**config.mk**
```make
export PLATFORM = sky130hd
export DESIGN_NAME = lifo_stack_allocator_unit
export DESIGN_NICKNAME = d
export VERILOG_FILES = /design/src/rtl/lsa_pkg.sv /design/src/rtl/lsa_frame_store.sv /design/src/rtl/lifo_stack_allocator_unit.sv
export SDC_FILE = /design/constraint.sdc
export NUM_CORES = 2
export LEC_CHECK = 0
export ABC_CLOCK_PERIOD_IN_PS = 14700
export BUFFER_PORTS_ARGS = -buffer_cell sky130_fd_sc_hd__buf_2
export CORE_UTILIZATION = 60
export CTS_CLUSTER_DIAMETER = 150
export DETAILED_ROUTE_END_ITERATION = 10
export PLACE_DENSITY_LB_ADDON = 0.08
export SLEW_MARGIN = 40
export SYNTH_ARGS = -nofsm -noshare
export SYNTH_HDL_FRONTEND = slang
export SYNTH_MEMORY_MAX_BITS = 65536
export SYNTH_SLANG_ARGS = --single-unit
```
**constraint.sdc**
```tcl
create_clock -name clock -period 14.7 [get_ports clock]
set_input_delay 1.47 -clock clock [delete_from_list [all_inputs] [get_ports clock]]
set_output_delay 1.47 -clock clock [all_outputs]
set_load 0.05 [all_outputs]
```
**src/rtl/lsa_pkg.sv**
```systemverilog
// ============================================================================
// lsa_pkg: shared types and constants of the LIFO stack allocator
// Request and response beat layouts, opcode and status codes, frame entry
// layout and the fixed arithmetic constants of the allocator.
// ============================================================================
package lsa_pkg;

   typedef enum logic [1:0] {
      OP_ALLOC  = 2'd0,
      OP_FREE   = 2'd1,
      OP_MARK   = 2'd2,
      OP_REWIND = 2'd3
   } opcode_type;

   typedef enum logic [2:0] {
      ST_OK         = 3'd0,
      ST_NO_SPACE   = 3'd1,
      ST_NON_LIFO   = 3'd2,
      ST_FRAMES_FULL = 3'd3,
      ST_BAD_MARKER = 3'd4
   } status_type;

   typedef struct packed {
      opcode_type  opcode;
      logic [31:0] alloc_size;
      logic [3:0]  align_log2;
      logic [31:0] handle_in;
      logic [31:0] rewind_marker;
   } req_type;

   typedef struct packed {
      status_type  status;
      logic [31:0] handle_out;
      logic [31:0] used_bytes;
      logic [31:0] peak_bytes;
      logic [31:0] alloc_count;
      logic [31:0] failed_count;
      logic [31:0] free_count;
   } rsp_type;

   // One pushed frame: the top and last handle in force before the allocate.
   typedef struct packed {
      logic        saved_valid;
      logic [31:0] saved_handle;
      logic [31:0] saved_top;
   } frame_entry_type;

   localparam logic [31:0] ARENA_RESET = 32'd65536;
   localparam logic [34:0] HDR_BYTES   = 35'd16;
   localparam logic [34:0] HDR_ALIGN_MASK = 35'd7;

endpackage

```
**src/rtl/lsa_frame_store.sv**
```systemverilog
// ============================================================================
// lsa_frame_store: frame stack memory
// Single-port-write, single-port-read synchronous memory holding one frame
// entry per pushed allocation. Read data is registered.
// ============================================================================
module lsa_frame_store #(
   parameter int DEPTH = 64
) (
   input  logic                          clock,
   input  logic                          wr_en,
   input  logic [$clog2(DEPTH)-1:0]      wr_addr,
   input  lsa_pkg::frame_entry_type      wr_data,
   input  logic                          rd_en,
   input  logic [$clog2(DEPTH)-1:0]      rd_addr,
   output lsa_pkg::frame_entry_type      rd_data
);

   lsa_pkg::frame_entry_type mem [DEPTH];
   lsa_pkg::frame_entry_type rd_data_ff;

   always_ff @(posedge clock) begin
      if (wr_en) begin
         mem[wr_addr] <= wr_data;
      end
   end

   always_ff @(posedge clock) begin
      if (rd_en) begin
         rd_data_ff <= mem[rd_addr];
      end
   end

   assign rd_data = rd_data_ff;

endmodule

```
**src/rtl/lifo_stack_allocator_unit.sv**
```systemverilog
// ============================================================================
// lifo_stack_allocator_unit: bump allocator with a LIFO frame stack
// Serves allocate, free, mark and rewind requests against an arena whose
// capacity is set through the CSR port, one response beat per request.
// ============================================================================
// An accepted request moves to the execute state, and the response beat is
// registered as that state ends. A new request is taken only in idle; busy is
// high for the one execute cycle, set by the frame store read that a free must
// see before it writes back. The receiver cannot stall responses.
// Reset is synchronous: state, counters and capacity return to their reset
// values; the frame store needs no clearing pass.
module lifo_stack_allocator_unit #(
   parameter int ADDR_BITS  = 32,
   parameter int MAX_FRAMES = 64
) (
   input  logic             clock,
   input  logic             reset,
   input  logic             start,
   output logic             busy,
   input  lsa_pkg::req_type req_data,
   output logic             rsp_valid,
   output lsa_pkg::rsp_type rsp_data,
   input  logic             csr_we,
   input  logic [31:0]      csr_wdata
);

   localparam int IDX_W   = (MAX_FRAMES > 1) ? $clog2(MAX_FRAMES) : 1;
   localparam int DEPTH_W = $clog2(MAX_FRAMES + 1);
   localparam int LIM_W   = (ADDR_BITS > 32) ? ADDR_BITS : 32;
   localparam logic [LIM_W-1:0] ADDR_LIMIT = (LIM_W'(1) << ADDR_BITS) - LIM_W'(1);
   localparam logic [31:0] RESET_CAP =
      (LIM_W'(lsa_pkg::ARENA_RESET) < ADDR_LIMIT) ? lsa_pkg::ARENA_RESET
                                                  : ADDR_LIMIT[31:0];
   localparam logic [DEPTH_W-1:0] FULL_DEPTH = DEPTH_W'(MAX_FRAMES);

   typedef enum logic {
      S_IDLE,
      S_EXEC
   } state_type;

   state_type           state_ff;
   logic [31:0]         cap_ff, cap_in;
   logic [31:0]         top_ff, top_in;
   logic [31:0]         last_handle_ff, last_handle_in;
   logic                last_valid_ff, last_valid_in;
   logic [DEPTH_W-1:0]  depth_ff, depth_in;
   logic [31:0]         peak_ff, peak_in;
   logic [31:0]         alloc_cnt_ff, alloc_cnt_in;
   logic [31:0]         failed_cnt_ff, failed_cnt_in;
   logic [31:0]         free_cnt_ff, free_cnt_in;
   logic                rsp_valid_ff;
   lsa_pkg::rsp_type    rsp_data_ff, rsp_data_in;
   lsa_pkg::req_type    req_ff;
   logic [34:0]         payload_ff, payload_in;

   logic [34:0]         hdr_c;
   logic [34:0]         align_mask_c;
   logic [34:0]         new_top_c;
   logic                accept_c;

   logic                      frame_wr_en;
   lsa_pkg::frame_entry_type  frame_wr_data;
   lsa_pkg::frame_entry_type  frame_rd_data;

   function automatic logic [31:0] sat_inc(input logic [31:0] v);
      return (v == '1) ? v : v + 32'd1;
   endfunction

   assign accept_c = start && (state_ff == S_IDLE);
   assign busy     = (state_ff == S_EXEC);

   // Payload placement is worked out while the request is accepted, so for an
   // allocate the execute cycle only adds the size and checks capacity and depth.
   always_comb begin
      hdr_c = ({3'b000, top_ff} + lsa_pkg::HDR_ALIGN_MASK) & ~lsa_pkg::HDR_ALIGN_MASK;
      align_mask_c = {19'd0, (16'd1 << req_data.align_log2) - 16'd1};
      payload_in = (hdr_c + lsa_pkg::HDR_BYTES + align_mask_c) & ~align_mask_c;
   end

   assign cap_in = (LIM_W'(csr_wdata) < ADDR_LIMIT) ? csr_wdata : ADDR_LIMIT[31:0];
   assign new_top_c = payload_ff + {3'b000, req_ff.alloc_size};

   always_comb begin
      top_in         = top_ff;
      last_handle_in = last_handle_ff;
      last_valid_in  = last_valid_ff;
      depth_in       = depth_ff;
      peak_in        = peak_ff;
      alloc_cnt_in   = alloc_cnt_ff;
      failed_cnt_in  = failed_cnt_ff;
      free_cnt_in    = free_cnt_ff;
      frame_wr_en    = 1'b0;
      frame_wr_data  = '{saved_valid: last_valid_ff,
                         saved_handle: last_handle_ff,
                         saved_top: top_ff};
      rsp_data_in            = '0;
      rsp_data_in.status     = lsa_pkg::ST_OK;
      case (req_ff.opcode)
         lsa_pkg::OP_ALLOC: begin
            alloc_cnt_in = sat_inc(alloc_cnt_ff);
            if (new_top_c > {3'b000, cap_ff}) begin
               rsp_data_in.status = lsa_pkg::ST_NO_SPACE;
               failed_cnt_in      = sat_inc(failed_cnt_ff);
            end else if (depth_ff >= FULL_DEPTH) begin
               rsp_data_in.status = lsa_pkg::ST_FRAMES_FULL;
               failed_cnt_in      = sat_inc(failed_cnt_ff);
            end else begin
               frame_wr_en    = busy;
               depth_in       = depth_ff + DEPTH_W'(1);
               top_in         = new_top_c[31:0];
               last_handle_in = payload_ff[31:0];
               last_valid_in  = 1'b1;
               if (new_top_c[31:0] > peak_ff) begin
                  peak_in = new_top_c[31:0];
               end
               rsp_data_in.handle_out = payload_ff[31:0];
            end
         end
         lsa_pkg::OP_FREE: begin
            free_cnt_in = sat_inc(free_cnt_ff);
            if (!last_valid_ff || (req_ff.handle_in != last_handle_ff) ||
                (depth_ff == '0)) begin
               rsp_data_in.status = lsa_pkg::ST_NON_LIFO;
            end else begin
               depth_in       = depth_ff - DEPTH_W'(1);
               top_in         = frame_rd_data.saved_top;
               last_handle_in = frame_rd_data.saved_handle;
               last_valid_in  = frame_rd_data.saved_valid;
            end
         end
         lsa_pkg::OP_REWIND: begin
            if (req_ff.rewind_marker > top_ff) begin
               rsp_data_in.status = lsa_pkg::ST_BAD_MARKER;
            end else begin
               top_in         = req_ff.rewind_marker;
               last_handle_in = '0;
               last_valid_in  = 1'b0;
               depth_in       = '0;
            end
         end
         default: begin
            // Mark only reports the current top.
         end
      endcase
      rsp_data_in.used_bytes   = top_in;
      rsp_data_in.peak_bytes   = peak_in;
      rsp_data_in.alloc_count  = alloc_cnt_in;
      rsp_data_in.failed_count = failed_cnt_in;
      rsp_data_in.free_count   = free_cnt_in;
   end

   always_ff @(posedge clock) begin
      if (reset) begin
         state_ff       <= S_IDLE;
         cap_ff         <= RESET_CAP;
         top_ff         <= '0;
         last_handle_ff <= '0;
         last_valid_ff  <= 1'b0;
         depth_ff       <= '0;
         peak_ff        <= '0;
         alloc_cnt_ff   <= '0;
         failed_cnt_ff  <= '0;
         free_cnt_ff    <= '0;
         rsp_valid_ff   <= 1'b0;
         rsp_data_ff    <= '0;
      end else begin
         rsp_valid_ff <= (state_ff == S_EXEC);
         if (csr_we) begin
            cap_ff <= cap_in;
         end
         case (state_ff)
            S_IDLE: begin
               if (accept_c) begin
                  state_ff <= S_EXEC;
               end
            end
            S_EXEC: begin
               state_ff       <= S_IDLE;
               top_ff         <= top_in;
               last_handle_ff <= last_handle_in;
               last_valid_ff  <= last_valid_in;
               depth_ff       <= depth_in;
               peak_ff        <= peak_in;
               alloc_cnt_ff   <= alloc_cnt_in;
               failed_cnt_ff  <= failed_cnt_in;
               free_cnt_ff    <= free_cnt_in;
               rsp_data_ff    <= rsp_data_in;
            end
            default: begin
               state_ff <= S_IDLE;
            end
         endcase
      end
   end

   always_ff @(posedge clock) begin
      if (accept_c) begin
         req_ff     <= req_data;
         payload_ff <= payload_in;
      end
   end

   // The read of the top frame is issued with the accept; a push from the
   // previous request has already been written by then.
   lsa_frame_store #(
      .DEPTH (MAX_FRAMES)
   ) u_frame_store (
      .clock   (clock),
      .wr_en   (frame_wr_en),
      .wr_addr (IDX_W'(depth_ff)),
      .wr_data (frame_wr_data),
      .rd_en   (accept_c),
      .rd_addr (IDX_W'(depth_ff - DEPTH_W'(1))),
      .rd_data (frame_rd_data)
   );

   assign rsp_valid = rsp_valid_ff;
   assign rsp_data  = rsp_data_ff;

endmodule

```
==> run metrics <==
remaining antenna violation count after routing 0; area of the die 0.303 mm²; overall die width 550 µm; buffer type at the clock tree root sky130_fd_sc_hd__clkbuf_16; number of buffers inserted by hold repair at cts 0; Synth Area in XOR/XNOR 0.870%; critical path peak fanout 34; status finished, final reports clean; post-detail-place hpwl 298,000 µm; Top Metal Used met5; number of I/O port buffers 331; Design Area, Final 0.205 mm²; FF+latch area 0.136 mm²; final estimated routing congestion in global placement 0.900; Req. time, crit path 15.30 ns; overall global routing resource usage 33.4%; pin slew with the least headroom to its limit 1.01 ns; detailed-route wire length on metal 1 189,000 µm; Worst Hold Margin 0.485 ns; register-to-register path setup slack 7.08 ns; peak supply drop 0.165 mV; CTS Buffer Depth 4; share of flip-flops with an asynchronous set or reset 0%; buffers inserted by post-CTS timing repair 0; number of nets in the finished design 9,221; arrival time worst endpoint 8.23 ns; number of optimization iterations in the first detailed-route pass 5; remaining global-route overflow 0; number of fill cells 18,300; unrepaired setup endpoints after global routing no; I/O Pins 335; headroom to the max-slew limit 32.8%; minimum clock period after layout 7.62 ns; post-synthesis sequential area ratio 75.5%; number of CTS-inserted buffers 456; worst flop-to-flop path endpoint u_frame_store.mem[63][40]$_DFFE_PP_; Synth Area in Simple Gates 2.35%; cell with the most instances on the worst path sky130_fd_sc_hd__buf_4; post-synthesis average cell area 21.9 µm²; total wire length after detailed routing 501,000 µm; wire length of the first global-routing pass 697,000 µm; number of vias per cell 6.90; DR iter-0 viols 13,400; Compound-Gate Fraction of Synth Area 1.39%; slowest cell on the critical path sky130_fd_sc_hd__buf_4; sum of buffers and inverters on the critical path 4; clock latency reported for the late side of the worst-skew pair 1.01 ns; Hold Path Depth 0; Critical Path Start Type flop; footprint of the multi-input gates 0.0428 mm²; maximum clock skew at final layout 0.0780 ns; crit end category flop; routed wire length on met3 53,200 µm; worst min-delay path class flop to flop; worst path cell trace ha_1 > inv_1 > fa_1 > nand2b_1 > a21o_1 > a21oi_1 > nor3b_1 > o21ai_0 > nand2b_1 > nand2_1 > xor2_1 > ha_1 > nand4_1 > nor4_1 > and4_1 > a211oi_2 > a2111oi_4 > buf_4 > nand4_1 > nor2_4 > buf_4 > buf_4; core area 0.298 mm²; peak per-stage delay on the critical path 0.72 ns; number of remaining DRC errors 0; Seq cells post-synth 4,620; Die Y-Extent 550 µm; standard-cell rows 200; clock sink count 4,620; cells after synthesis 8,238; met2 layer wire length in the routed design 234,000 µm; pins over their slew limit 0; number of antenna violations at the first check in global routing 48; hold path endpoint u_frame_store.mem[5][59]$_DFFE_PP_; count of warnings emitted by yosys 0; total of endpoints with negative setup slack in the final report 0; number of cell instances on the worst register-to-register path 22; Crit Path Category flop to flop; starting density of the core 60.5%; number of max-cap violations 0; launch instance of the worst min-delay path last_handle_ff[27]$_SDFFE_PP0P_; via count of the first global-routing pass 89,700; final worst path period share 51.9%; total power divided by cell area 136 mW/mm²; routed wire length per instance 37.8 µm; main combinational cell family by area after synthesis multiplexers; hold violation total from the final report 0; EDFF count, synth 4,354; most frequently used flop master after synthesis sky130_fd_sc_hd__edfxtp_1; highest clock rate 131 MHz; total number of vias 91,600; Mapped Area 0.180 mm²; H-tree lvl count 5; Leakage Power 65.0 nW; instance area at placement 0.189 mm²; maximum number of pins on one net before global-route repair 127; layout cell share with drive strength beyond 1 30.9%; CTS clock-pin slew for the worst setup and hold paths 0.06 ns; startpoint of the most critical register-to-register path payload_ff[3]$_DFFE_PP_; final setup TNS 0 ns; post-synthesis mux area share 17.7%; synthesis-to-layout area growth 13.5%; count of cell types in the netlist 80; top cell family by delay on the critical path simple AND/OR/NAND/NOR gates; CTS tree yes; post_cts resized 0; post-synthesis share of cell area spent on full adders, half adders and majority gates 1.10%
==> metal layers <==
metal,global-route usage [%],up-vias
met1,47.9,48900
li1,-,35900
met5,0,-
met2,51.1,5835
met4,14.7,22
met3,6.31,882
==> state kept, by name, indices dropped and copies added (netlist names) <==
| name | cells |
|---|---|
| busy | 1 |
| cap_ff | 32 |
| depth_ff | 7 |
| last_handle_ff | 32 |
| last_valid_ff | 1 |
| payload_ff | 31 |
| req_ff | 98 |
| rsp_data | 192 |
| rsp_valid | 1 |
| u_frame_store.mem | 4160 |
| u_frame_store.rd_data | 65 |
==> worst max path at each step <==
stage               cells past startpoint                                  end                     from
floorplan                              20   u_frame_store.mem[58][0]$_DFFE_PP_  payload_ff[3]$_DFFE_PP_
global placement                       21   u_frame_store.mem[15][4]$_DFFE_PP_  payload_ff[3]$_DFFE_PP_
detailed placement                     22  u_frame_store.mem[63][48]$_DFFE_PP_  payload_ff[3]$_DFFE_PP_
CTS                                    22  u_frame_store.mem[63][43]$_DFFE_PP_  payload_ff[3]$_DFFE_PP_
global route                           22  u_frame_store.mem[63][43]$_DFFE_PP_  payload_ff[3]$_DFFE_PP_
finish                                 22  u_frame_store.mem[63][40]$_DFFE_PP_  payload_ff[3]$_DFFE_PP_
==> where the power goes <==
part,internal [mW],switching (mW)
Combinational,0.586,0.961
Sequential,14.4,0.0670
Clock,6.83,5.00
==> final cells by class <==
class / instances / share of cell area (%)
Antenna cell: 21 / 0.0257
Clock buffer: 566 / 5.90
Clock inverter: 283 / 1.56
Inverter: 125 / 0.229
Multi-Input combinational cell: 3079 / 20.9
Sequential cell: 4620 / 66.5
Tap cell: 3939 / 2.41
Timing Repair Buffer: 644 / 2.41
==> synth_stat cells (all sizes together), types with 9 or more instances <==
| library cell | instances | area [µm²] |
|---|---|---|
| nand3 | 74 | 375 |
| o21ai | 60 | 300 |
| edfxtp | 4354 | 131000 |
| a21o | 17 | 128 |
| nor3 | 51 | 255 |
| o211ai | 23 | 173 |
| buf | 114 | 472 |
| and4 | 11 | 96.3 |
| and3 | 22 | 138 |
| and2 | 12 | 75.1 |
| mux2i | 100 | 1000 |
| nand2 | 109 | 412 |
| nor4 | 54 | 353 |
| xnor2 | 93 | 815 |
| mux4 | 1365 | 30700 |
| a21oi | 146 | 731 |
| dfxtp | 266 | 5330 |
| mux2 | 9 | 101 |
| a211oi | 40 | 310 |
| xor2 | 86 | 753 |
| nand2b | 28 | 175 |
| nor2 | 364 | 1370 |
| o21a | 14 | 105 |
| inv | 124 | 465 |
| a2111oi | 9 | 110 |
| nand4 | 56 | 357 |
| a22oi | 29 | 218 |
| ha | 155 | 1940 |
| nor2b | 50 | 313 |
| clkbuf | 304 | 1140 |
==> cell usage in the layout (no fill, tap or decap), drive strengths merged, types with 15 or more instances in the layout <==
cell type / count
and3: 22
diode: 21
a22oi: 29
nand3: 74
o21ai: 60
edfxtp: 4354
nand4: 56
a211oi: 40
xor2: 86
buf: 643
nand2b: 28
nor3: 51
mux2i: 100
nor2b: 50
inv: 137
nor2: 364
dfxtp: 266
a21oi: 146
ha: 155
a21o: 17
clkbuf: 567
clkinvlp: 15
nor4: 54
o211ai: 23
xnor2: 93
clkinv: 200
mux4: 1365
bufinv: 56
nand2: 109
==> kinds of logic after synthesis <==
logic type	after synthesis
xor gates and xnor gates	179
and+or+nand+nor	874
adders and majority gates	158
AOI/OAI and AO/OA	389
buffers and inverters	543
other	1
DFF	4620
muxes	1474
==> per-stage QoR <==
step | setup WS (ns) | total power [mW] | instances | utilization, %
3_3_place_gp | 6.47 | 16.2 | 12400 | 63.2
6_report | 7.08 | 27.8 | 13300 | 68.7
4_1_cts | 7.07 | 27.9 | 13200 | 68.5
2_1_floorplan | 3.88 | 15.6 | 8242 | -
5_1_grt | 6.66 | 28.5 | 13300 | 68.7
3_5_place_dp | 7.08 | 16.2 | 12400 | 63.4
Power figures use the tool's default switching activity.
